## config.mk

```make
export PLATFORM = sky130hd
export DESIGN_NAME = multi_sensor_interlock_monitor_flat
export DESIGN_NICKNAME = d
export VERILOG_FILES = /design/src/rtl/msim_pkg.sv /design/src/rtl/msim_if.sv /design/src/rtl/multi_sensor_interlock_monitor.sv /design/src/flat_wrapper.sv
export SDC_FILE = /design/constraint.sdc
export NUM_CORES = 1
export LEC_CHECK = 0
export ABC_AREA = 1
export BUFFER_PORTS_ARGS = -buffer_cell sky130_fd_sc_hd__buf_4
export CAP_MARGIN = 20
export CORE_UTILIZATION = 55
export DETAILED_ROUTE_END_ITERATION = 10
export PLACE_DENSITY = 0.82
export SETUP_SLACK_MARGIN = 0.3
export SYNTH_ARGS = -nofsm -noshare
export SYNTH_HDL_FRONTEND = slang
export SYNTH_SLANG_ARGS = --single-unit
```

## constraint.sdc

```tcl
create_clock -name clk -period 8.4 [get_ports clk]
set_clock_uncertainty 0.1 [all_clocks]
set_input_delay 0.84 -clock clk [delete_from_list [all_inputs] [get_ports clk]]
set_output_delay 0.84 -clock clk [all_outputs]
set_load 0.01 [all_outputs]
```

## src/rtl/msim_pkg.sv

```systemverilog
package msim_pkg;

  localparam int NUM_SENSORS       = 8;
  localparam int SAMPLE_WIDTH      = 32;
  localparam int LIMITS_PER_SENSOR = 6;

  // field widths of the request and result channels
  localparam int REQ_W    = 3;
  localparam int IDX_W    = 3;
  localparam int SAMPLE_W = 32;
  localparam int DT_W     = 16;
  localparam int BAND_W   = 2;
  localparam int LEVEL_W  = 2;
  localparam int STAMP_W  = 32;

  // stored and compared width: low bits of the sample
  localparam int VAL_W  = (SAMPLE_WIDTH < 32) ? SAMPLE_WIDTH : 32;
  localparam int SENS_W = (NUM_SENSORS > 1) ? $clog2(NUM_SENSORS) : 1;
  localparam int LANE_W = $clog2(LIMITS_PER_SENSOR);

  localparam logic [STAMP_W-1:0] CLOCK_MAX = '1;

  localparam logic [BAND_W-1:0] BAND_WARN  = 2'd0;
  localparam logic [BAND_W-1:0] BAND_STOP  = 2'd1;
  localparam logic [BAND_W-1:0] BAND_FAULT = 2'd2;

  localparam logic SIDE_LOW  = 1'b0;
  localparam logic SIDE_HIGH = 1'b1;

  typedef enum logic [REQ_W-1:0] {
    REQ_UPDATE      = 3'd0,
    REQ_ACK         = 3'd1,
    REQ_RESET_ESTOP = 3'd2,
    REQ_CLEAR_ALL   = 3'd3,
    REQ_LOAD_LIMIT  = 3'd4
  } req_type_t;

  typedef enum logic [LEVEL_W-1:0] {
    LVL_OK    = 2'd0,
    LVL_WARN  = 2'd1,
    LVL_STOP  = 2'd2,
    LVL_FAULT = 2'd3
  } level_t;

endpackage

```

## src/rtl/msim_if.sv

```systemverilog
interface msim_in_if;
  logic                                valid;
  logic                                ready;
  logic        [msim_pkg::REQ_W-1:0]   req_type;
  logic        [msim_pkg::IDX_W-1:0]   sensor_index;
  logic signed [msim_pkg::SAMPLE_W-1:0] sample_value;
  logic        [msim_pkg::DT_W-1:0]    elapsed_ms;
  logic        [msim_pkg::BAND_W-1:0]  band_select;
  logic                                side_select;
  logic                                limit_enable;

  modport source (output valid, req_type, sensor_index, sample_value, elapsed_ms,
                  band_select, side_select, limit_enable, input ready);
  modport sink   (input valid, req_type, sensor_index, sample_value, elapsed_ms,
                  band_select, side_select, limit_enable, output ready);
endinterface

interface msim_out_if;
  logic                                valid;
  logic                                ready;
  logic [msim_pkg::LEVEL_W-1:0]        sensor_level;
  logic                                record_valid;
  logic [msim_pkg::STAMP_W-1:0]        stamp_ms;
  logic [msim_pkg::LEVEL_W-1:0]        overall_level;
  logic                                estop_out;
  logic                                run_permitted;

  modport source (output valid, sensor_level, record_valid, stamp_ms, overall_level,
                  estop_out, run_permitted, input ready);
  modport sink   (input valid, sensor_level, record_valid, stamp_ms, overall_level,
                  estop_out, run_permitted, output ready);
endinterface

```

## src/rtl/multi_sensor_interlock_monitor.sv

```systemverilog
// Interlock monitor for a fixed set of sensors. Every request returns exactly one
// result, in order: an update classifies a signed Q20.12 sample against the
// sensor's enabled warn/stop/fault limits (strict compares, most severe hit wins),
// records the sensor's alarm level, latches e-stop on a fault and advances a
// saturating millisecond clock by elapsed_ms; acknowledge, reset e-stop, clear
// all and load limit are the other request types, and codes five to seven only
// report status. Each result carries the clock, the worst active level over all
// sensors, the e-stop latch and the run permit. The block takes one request per
// clock unless the result side stalls; the request and the sensor's row of six
// limits from the limit memory are registered first (a load still in flight to
// the same row is forwarded); stage 2 then classifies, updates the alarm state
// and fills the result register. Limit values are undefined until loaded, but
// a limit is compared only once its enable bit, cleared by reset, has been set.
module multi_sensor_interlock_monitor (
  input  logic       clk,
  input  logic       rst_n,
  msim_in_if.sink    in_chan,
  msim_out_if.source out_chan
);
  import msim_pkg::*;

  // handshake and pipeline control
  logic s2_v_r;
  logic out_v_r;
  logic s2_fire;
  logic in_acc;

  // request register (stage 2)
  req_type_t                s2_req_r;
  logic [IDX_W-1:0]         s2_idx_r;
  logic signed [VAL_W-1:0]  s2_val_r;
  logic [DT_W-1:0]          s2_dt_r;
  logic [BAND_W-1:0]        s2_band_r;
  logic                     s2_side_r;
  logic                     s2_en_r;
  logic signed [VAL_W-1:0]  row_r [LIMITS_PER_SENSOR];

  // limit store (one row of six lanes per sensor) and alarm state
  logic [LIMITS_PER_SENSOR-1:0][VAL_W-1:0] lim_mem [NUM_SENSORS];
  logic [LIMITS_PER_SENSOR-1:0]  en_r [NUM_SENSORS];
  level_t                        lvl_r [NUM_SENSORS];
  logic                          estop_r;
  logic [STAMP_W-1:0]            clock_r;

  // stage 2 combinational results
  level_t              lvl_nxt [NUM_SENSORS];
  logic                estop_nxt;
  logic [STAMP_W-1:0]  clock_nxt;
  level_t              cls;
  level_t              item_lvl;
  level_t              ovr;
  logic                known;
  logic [SENS_W-1:0]   srow;
  logic [LANE_W-1:0]   slane;
  logic [STAMP_W:0]    clock_sum;
  logic                wr_en;
  logic [NUM_SENSORS-1:0] has_fault, has_stop, has_warn;
  logic [SENS_W-1:0]   in_row;

  // result register
  level_t              res_lvl_r;
  logic                res_rec_r;
  logic [STAMP_W-1:0]  res_stamp_r;
  level_t              res_ovr_r;
  logic                res_estop_r;
  logic                res_run_r;

  assign s2_fire       = s2_v_r && (!out_v_r || out_chan.ready);
  assign in_chan.ready = !s2_v_r || s2_fire;
  assign in_acc        = in_chan.valid && in_chan.ready;
  assign in_row        = SENS_W'(in_chan.sensor_index);

  always_ff @(posedge clk) begin
    if (!rst_n) begin
      s2_v_r  <= 1'b0;
      out_v_r <= 1'b0;
    end else begin
      if (in_acc) begin
        s2_v_r <= 1'b1;
      end else if (s2_fire) begin
        s2_v_r <= 1'b0;
      end
      if (s2_fire) begin
        out_v_r <= 1'b1;
      end else if (out_chan.ready) begin
        out_v_r <= 1'b0;
      end
    end
  end

  // stage 1: capture the request and read the sensor's limit row
  always_ff @(posedge clk) begin
    if (in_acc) begin
      s2_req_r  <= req_type_t'(in_chan.req_type);
      s2_idx_r  <= in_chan.sensor_index;
      s2_val_r  <= in_chan.sample_value[VAL_W-1:0];
      s2_dt_r   <= in_chan.elapsed_ms;
      s2_band_r <= in_chan.band_select;
      s2_side_r <= in_chan.side_select;
      s2_en_r   <= in_chan.limit_enable;
      for (int j = 0; j < LIMITS_PER_SENSOR; j++) begin
        // bypass a load that writes this row at the same edge
        if (wr_en && srow == in_row && slane == LANE_W'(j)) begin
          row_r[j] <= s2_val_r;
        end else begin
          row_r[j] <= lim_mem[in_row][j];
        end
      end
    end
  end

  always_ff @(posedge clk) begin
    if (wr_en) begin
      lim_mem[srow][slane] <= s2_val_r;
    end
  end

  // stage 2: classify and work out the next alarm state
  assign known     = 32'(s2_idx_r) < NUM_SENSORS;
  assign srow      = SENS_W'(s2_idx_r);
  assign slane     = LANE_W'({s2_band_r, s2_side_r});
  assign clock_sum = {1'b0, clock_r} + {{(STAMP_W + 1 - DT_W){1'b0}}, s2_dt_r};

  always_comb begin
    cls = LVL_OK;
    // bands in rising order so the most severe hit wins
    for (int b = 0; b < 3; b++) begin
      if ((en_r[srow][LANE_W'(2 * b)] && (s2_val_r < row_r[LANE_W'(2 * b)])) ||
          (en_r[srow][LANE_W'(2 * b + 1)] &&
           (s2_val_r > row_r[LANE_W'(2 * b + 1)]))) begin
        cls = level_t'(LEVEL_W'(b + 1));
      end
    end
  end

  always_comb begin
    lvl_nxt   = lvl_r;
    clock_nxt = clock_r;
    item_lvl  = LVL_OK;
    wr_en     = 1'b0;
    unique case (s2_req_r)
      REQ_UPDATE: begin
        if (known) begin
          clock_nxt     = clock_sum[STAMP_W] ? CLOCK_MAX : clock_sum[STAMP_W-1:0];
          item_lvl      = cls;
          lvl_nxt[srow] = cls;
        end
      end
      REQ_ACK: begin
        if (known) begin
          lvl_nxt[srow] = LVL_OK;
        end
      end
      REQ_CLEAR_ALL: begin
        for (int i = 0; i < NUM_SENSORS; i++) begin
          lvl_nxt[i] = LVL_OK;
        end
        clock_nxt = '0;
      end
      REQ_LOAD_LIMIT: begin
        wr_en = s2_fire && known && (s2_band_r <= BAND_FAULT);
      end
      default: begin
      end
    endcase
  end

  // worst level over all sensors after this request
  always_comb begin
    for (int i = 0; i < NUM_SENSORS; i++) begin
      has_fault[i] = (lvl_nxt[i] == LVL_FAULT);
      has_stop[i]  = (lvl_nxt[i] == LVL_STOP);
      has_warn[i]  = (lvl_nxt[i] == LVL_WARN);
    end
    priority if (|has_fault) begin
      ovr = LVL_FAULT;
    end else if (|has_stop) begin
      ovr = LVL_STOP;
    end else if (|has_warn) begin
      ovr = LVL_WARN;
    end else begin
      ovr = LVL_OK;
    end
  end

  always_comb begin
    estop_nxt = estop_r;
    unique case (s2_req_r)
      REQ_UPDATE: begin
        if (item_lvl == LVL_FAULT) begin
          estop_nxt = 1'b1;
        end
      end
      REQ_ACK: begin
        if (ovr == LVL_OK) begin
          estop_nxt = 1'b0;
        end
      end
      REQ_RESET_ESTOP: begin
        if (ovr != LVL_FAULT) begin
          estop_nxt = 1'b0;
        end
      end
      REQ_CLEAR_ALL: begin
        estop_nxt = 1'b0;
      end
      default: begin
      end
    endcase
  end

  // state commit
  always_ff @(posedge clk) begin
    if (!rst_n) begin
      for (int i = 0; i < NUM_SENSORS; i++) begin
        en_r[i]  <= '0;
        lvl_r[i] <= LVL_OK;
      end
      estop_r <= 1'b0;
      clock_r <= '0;
    end else if (s2_fire) begin
      lvl_r   <= lvl_nxt;
      estop_r <= estop_nxt;
      clock_r <= clock_nxt;
      if (wr_en) begin
        en_r[srow][slane] <= s2_en_r;
      end
    end
  end

  // result register
  always_ff @(posedge clk) begin
    if (s2_fire) begin
      res_lvl_r   <= item_lvl;
      res_rec_r   <= (item_lvl != LVL_OK);
      res_stamp_r <= clock_nxt;
      res_ovr_r   <= ovr;
      res_estop_r <= estop_nxt;
      res_run_r   <= !estop_nxt && (ovr != LVL_STOP) && (ovr != LVL_FAULT);
    end
  end

  assign out_chan.valid         = out_v_r;
  assign out_chan.sensor_level  = res_lvl_r;
  assign out_chan.record_valid  = res_rec_r;
  assign out_chan.stamp_ms      = res_stamp_r;
  assign out_chan.overall_level = res_ovr_r;
  assign out_chan.estop_out     = res_estop_r;
  assign out_chan.run_permitted = res_run_r;

`ifndef SYNTH
  // a fault level anywhere can only exist with the e-stop latched
  a_fault_implies_estop: assert property (@(posedge clk) disable iff (!rst_n)
    (out_v_r && res_ovr_r == LVL_FAULT) |-> res_estop_r)
    else $error("fault reported without e-stop latched");

  // the latch drops only through acknowledge, reset e-stop or clear all
  a_estop_release: assert property (@(posedge clk) disable iff (!rst_n)
    ($past(rst_n) && $fell(estop_r)) |->
      $past(s2_fire && (s2_req_r == REQ_ACK || s2_req_r == REQ_RESET_ESTOP ||
                        s2_req_r == REQ_CLEAR_ALL)))
    else $error("e-stop released by an unexpected request");

  // the clock never runs backward except on clear all
  a_clock_monotonic: assert property (@(posedge clk) disable iff (!rst_n)
    ($past(rst_n) && (clock_r < $past(clock_r))) |->
      $past(s2_fire && s2_req_r == REQ_CLEAR_ALL))
    else $error("millisecond clock went backward");
`endif

endmodule
```

## src/flat_wrapper.sv

```systemverilog
// flat-port wrapper written by rule: the top's interface ports become plain ports
module multi_sensor_interlock_monitor_flat import msim_pkg::*;
  (clk, rst_n, in_chan_valid, in_chan_req_type, in_chan_sensor_index, in_chan_sample_value, in_chan_elapsed_ms, in_chan_band_select, in_chan_side_select, in_chan_limit_enable, in_chan_ready, out_chan_valid, out_chan_sensor_level, out_chan_record_valid, out_chan_stamp_ms, out_chan_overall_level, out_chan_estop_out, out_chan_run_permitted, out_chan_ready);
  msim_in_if in_chan_i ();
  msim_out_if out_chan_i ();
  input  logic clk;
  input  logic rst_n;
  input wire logic [$bits(in_chan_i.valid)-1:0] in_chan_valid;
  input wire logic [$bits(in_chan_i.req_type)-1:0] in_chan_req_type;
  input wire logic [$bits(in_chan_i.sensor_index)-1:0] in_chan_sensor_index;
  input wire logic [$bits(in_chan_i.sample_value)-1:0] in_chan_sample_value;
  input wire logic [$bits(in_chan_i.elapsed_ms)-1:0] in_chan_elapsed_ms;
  input wire logic [$bits(in_chan_i.band_select)-1:0] in_chan_band_select;
  input wire logic [$bits(in_chan_i.side_select)-1:0] in_chan_side_select;
  input wire logic [$bits(in_chan_i.limit_enable)-1:0] in_chan_limit_enable;
  output wire logic [$bits(in_chan_i.ready)-1:0] in_chan_ready;
  output wire logic [$bits(out_chan_i.valid)-1:0] out_chan_valid;
  output wire logic [$bits(out_chan_i.sensor_level)-1:0] out_chan_sensor_level;
  output wire logic [$bits(out_chan_i.record_valid)-1:0] out_chan_record_valid;
  output wire logic [$bits(out_chan_i.stamp_ms)-1:0] out_chan_stamp_ms;
  output wire logic [$bits(out_chan_i.overall_level)-1:0] out_chan_overall_level;
  output wire logic [$bits(out_chan_i.estop_out)-1:0] out_chan_estop_out;
  output wire logic [$bits(out_chan_i.run_permitted)-1:0] out_chan_run_permitted;
  input wire logic [$bits(out_chan_i.ready)-1:0] out_chan_ready;
  assign in_chan_i.valid = in_chan_valid;
  assign in_chan_i.req_type = in_chan_req_type;
  assign in_chan_i.sensor_index = in_chan_sensor_index;
  assign in_chan_i.sample_value = in_chan_sample_value;
  assign in_chan_i.elapsed_ms = in_chan_elapsed_ms;
  assign in_chan_i.band_select = in_chan_band_select;
  assign in_chan_i.side_select = in_chan_side_select;
  assign in_chan_i.limit_enable = in_chan_limit_enable;
  assign in_chan_ready = in_chan_i.ready;
  assign out_chan_valid = out_chan_i.valid;
  assign out_chan_sensor_level = out_chan_i.sensor_level;
  assign out_chan_record_valid = out_chan_i.record_valid;
  assign out_chan_stamp_ms = out_chan_i.stamp_ms;
  assign out_chan_overall_level = out_chan_i.overall_level;
  assign out_chan_estop_out = out_chan_i.estop_out;
  assign out_chan_run_permitted = out_chan_i.run_permitted;
  assign out_chan_i.ready = out_chan_ready;
  multi_sensor_interlock_monitor u_core (.clk(clk), .rst_n(rst_n), .in_chan(in_chan_i), .out_chan(out_chan_i));
endmodule
```

==> out/results.tsv <==
stage	metric	value	unit
worst_hold_path	hold_class	input pin to flip-flop	
grt	grt_overflow_total	0	
yosys	seq_area_frac_synth	0.689	
yosys	synthMuxAreaShare	0.0446	
job	maxCapViolCount	0	
place	portBuffers	102	
grt	grt_pass1_vias	36695	
layout	post-route-util	0.621	
yosys	synth_compound_area_frac	0.115	
worst_setup_path	path_class	flip-flop to flip-flop	
sta	worst_slew_pin_slew	1110	ps
worst_setup_path	critPathMostFrequentCell	nand2_1	
yosys	synth-xor-area-share	0.00397	
grt	track_usage	0.248	
floorplanning	rows	118	
floorplanning	die_h	325	um
worst_setup_path	crit_chain	buf_4 > ha_1 > nand2_1 > nor3_1 > inv_1 > nor2_1 > nand2_1 > nand2_1 > nand2_1 > nand3_1 > nand2_1 > nand3_4 > nand2_1 > nand2_1 > nand2_1 > nand2_1 > nand2_1 > nor2_1 > nand2_1 > o21ai_1 > a21boi_1	
route	vias_per_cell	5.93	
yosys	syn_area_per_cell	12.2	sq um
yosys	synth_cell_types	47	
place	placed_cells	6043	
worst_setup_path	arrival	4610	ps
route	vias	37252	
worst_setup_path	cp_num_buf_inv	2	
sta	slew_headroom	0.261	
route	drt-total-wl	133000	um
sta	hold_viol	0	
clock_network	cts_tree	built	
floorplanning	ioPinCount	103	
worst_setup_path	critPathRequiredTime	8770	ps
yosys	ys_ff_latch	1335	
outcome	outcome	finished, final reports clean	
floorplanning	die_area	0.106	sq mm
route	routedWlPerCell	21.2	um
power_and_ir_drop	leakagePower	0.0243	uW
yosys	ys_warn_count	0	
yosys	synth_cells	4713	
worst_setup_path	cp_max_fo	40	
sta	hold_slack	140	ps
power_and_ir_drop	power.total	14300	uW
sta	final-setup-viol-count	0	
yosys	synth_top_family_by_area	compound AO/OA/AOI/OAI gates	
clock_network	htreeDepth	4	
power_and_ir_drop	power_density	222	mW/mm^2
yosys	synthSimpleGateAreaFrac	0.0634	
layout	n_fill_cell	7367	
clock_network	clockRootBuffer	clkbuf_16	
layout	final_cell_count_no_fill	6284	
clock_network	ctsResizeCount	0	
grt	grt_pass1_wl	203000	um
clock_network	hold_buffers	0	
clock_network	insertion_delay	780	ps
worst_setup_path	critPathSlowestCell	nor3_1	
sta	rsz0062_at_grt	no	
floorplanning	coreArea	0.103	sq mm
route	dr.first_iter.drc_count	4458	
worst_setup_path	cp.depth	21	
worst_setup_path	startpoint_type	flip-flop	
sta	setup_tns	0	ps
route	drt_pre_antenna_iters	6	
worst_setup_path	reg2reg_depth	21	
layout	nets	5005	
sta	fin_crit	4240	ps
sta	max_freq	0.236	GHz
floorplanning	die_w	325	um
place	dp_hpwl	70100	um
clock_network	clkTransAtPathRegs	60	ps
floorplanning	start_util	0.555	
sta	fin_crit_sh	0.505	
yosys	syn_area	0.0574	sq mm
worst_hold_path	hold_depth	1	
clock_network	post_cts_buffers	0	
layout	synthToLayoutAreaGrowth	12.0	%
yosys	yosys.area_share.adder	0.0313	
grt	grt_max_degree	214	
layout	drive_gt1_frac	0.0932	
worst_setup_path	critPathMaxStageDelay	570	ps
route	final_antenna_net_count	0	
clock_network	cts.sinks	1335	
route	drc_errors	0	
yosys	syn-num-nets	4918	
place	gp_congestion	0.870	
worst_setup_path	end_kind	flip-flop	
power_and_ir_drop	vdd_drop_max	0.000274	V
sta	slew_viol_final	0	
layout	n_antenna_cell	0	
clock_network	cts_made_buffers	133	
grt	antenna_found_initial	1	
worst_setup_path	crit_family	simple AND/OR/NAND/NOR gates	
clock_network	cts.path.max_buffers	3	
[synth_stat cells (all sizes together)]
cell type | count | area, sq um
o22ai | 17 | 106
nand3 | 45 | 253
o21a | 4 | 30.0
buf | 39 | 171
clkbuf | 208 | 781
nand2 | 530 | 2030
nand3b | 1 | 7.51
edfxtp | 1281 | 38500
a21oi | 390 | 1960
clkinv | 4 | 15.0
dfxtp | 54 | 1080
a21o | 3 | 23.8
o221ai | 3 | 26.3
or2 | 2 | 12.5
a2111o | 1 | 11.3
a32o | 1 | 10.0
nor2 | 238 | 940
ha | 142 | 1780
nand4 | 12 | 75.1
xnor2 | 5 | 43.8
mux2i | 256 | 2560
o211ai | 4 | 30.0
a31oi | 134 | 838
inv | 551 | 2070
o21ai | 700 | 3520
a21boi | 3 | 30.0
xor2 | 21 | 184
nor3 | 56 | 280
fa | 1 | 20.0
nor4 | 6 | 43.8
o21bai | 1 | 7.51
[final cells by class]
type                       count  area, sq um  area share
clock inverter                70          678      0.0105
inverter                     555         2100      0.0327
sequential                  1335        39500       0.615
multi-input combinational   2576        15100       0.235
clock buffer                 169         3540      0.0550
tap                         1380         1730      0.0269
timing repair buffer         199         1580      0.0245
[metrics by stage]
step                setup WS (ps)  area (sq um)
floorplan                    2910         57400
global placement             4280         60000
detailed placement           4150         60000
CTS                          4260         64200
global route                 3960         64300
finish                       4160         64300
[logic make-up (layout without fill, tap and decap cells)]
kind of cell	Yosys count	count (layout)
xor+xnor	26	26
fa+ha+maj	143	143
simple gates	890	890
flops	1335	1335
mux	256	256
buf+inv	802	993
compound gates	1261	1261
[flip-flops by register name (all words and copies together), names as in the netlist, 2 cells and up, named ones only]
register                       flops
u_core.en_r                       32
u_core.s2_dt_r                    16
u_core.lim_mem                  1024
u_core.s2_val_r                   32
u_core.out_chan.stamp_ms          32
u_core.out_chan.sensor_level       2
u_core.s2_idx_r                    3
u_core.s2_band_r                   2
u_core.row_r                     128
u_core.clock_r                    32
u_core.out_chan.overall_level      2
u_core.s2_req_r                    3
u_core.lvl_r                      16
[layer usage]
| layer | up-vias | track usage | share of wire |
|---|---|---|---|
| li1 | 16987 | - | - |
| met1 | 17985 | 0.318 | 0.39 |
| met2 | 1963 | 0.412 | 0.48 |
| met3 | 315 | 0.0530 | 0.095 |
| met4 | 2 | 0.102 | 0.031 |
| met5 | - | 0 | 0.000053 |
[report_power, final]
part / leakage, uW / total, uW / switching (uW) / internal (uW)
clock network: 0.00204 / 5780 / 2530 / 3260
registers: 0.0122 / 7460 / 46.2 / 7420
logic: 0.0101 / 1060 / 725 / 330
[final timing paths]
| path | slack [ps] | end | startpoint |
|---|---|---|---|
| worst max register to register | 4160 | u_core.out_chan.estop_out$_DFFE_PP_ | u_core.s2_val_r[31]$_DFFE_PP_ |
| worst max-delay path | 4160 | u_core.out_chan.estop_out$_DFFE_PP_ | u_core.s2_val_r[31]$_DFFE_PP_ |
| worst min-delay path | 140 | u_core.s2_val_r[0]$_DFFE_PP_ | in_chan_sample_value[0] |
| worst min register to register | 420 | u_core.lim_mem[2][3]$_DFFE_PP_ | u_core.s2_val_r[3]$_DFFE_PP_ |
[placed cells by master (no fill, tap or decap), drive strengths merged, types with 6 or more instances in the layout]
cell / synthesis / routed
clkbuf: 208 / 169
nor2: 238 / 238
nand4: 12 / 12
dfxtp: 54 / 54
xor2: 21 / 21
buf: 39 / 199
clkinv: 4 / 55
ha: 142 / 142
o21ai: 700 / 700
a21oi: 390 / 390
mux2i: 256 / 256
nor4: 6 / 6
edfxtp: 1281 / 1281
a31oi: 134 / 134
o22ai: 17 / 17
nand3: 45 / 45
inv: 551 / 558
nor3: 56 / 56
bufinv: 0 / 8
nand2: 530 / 530
Power figures use the tool's default switching activity.
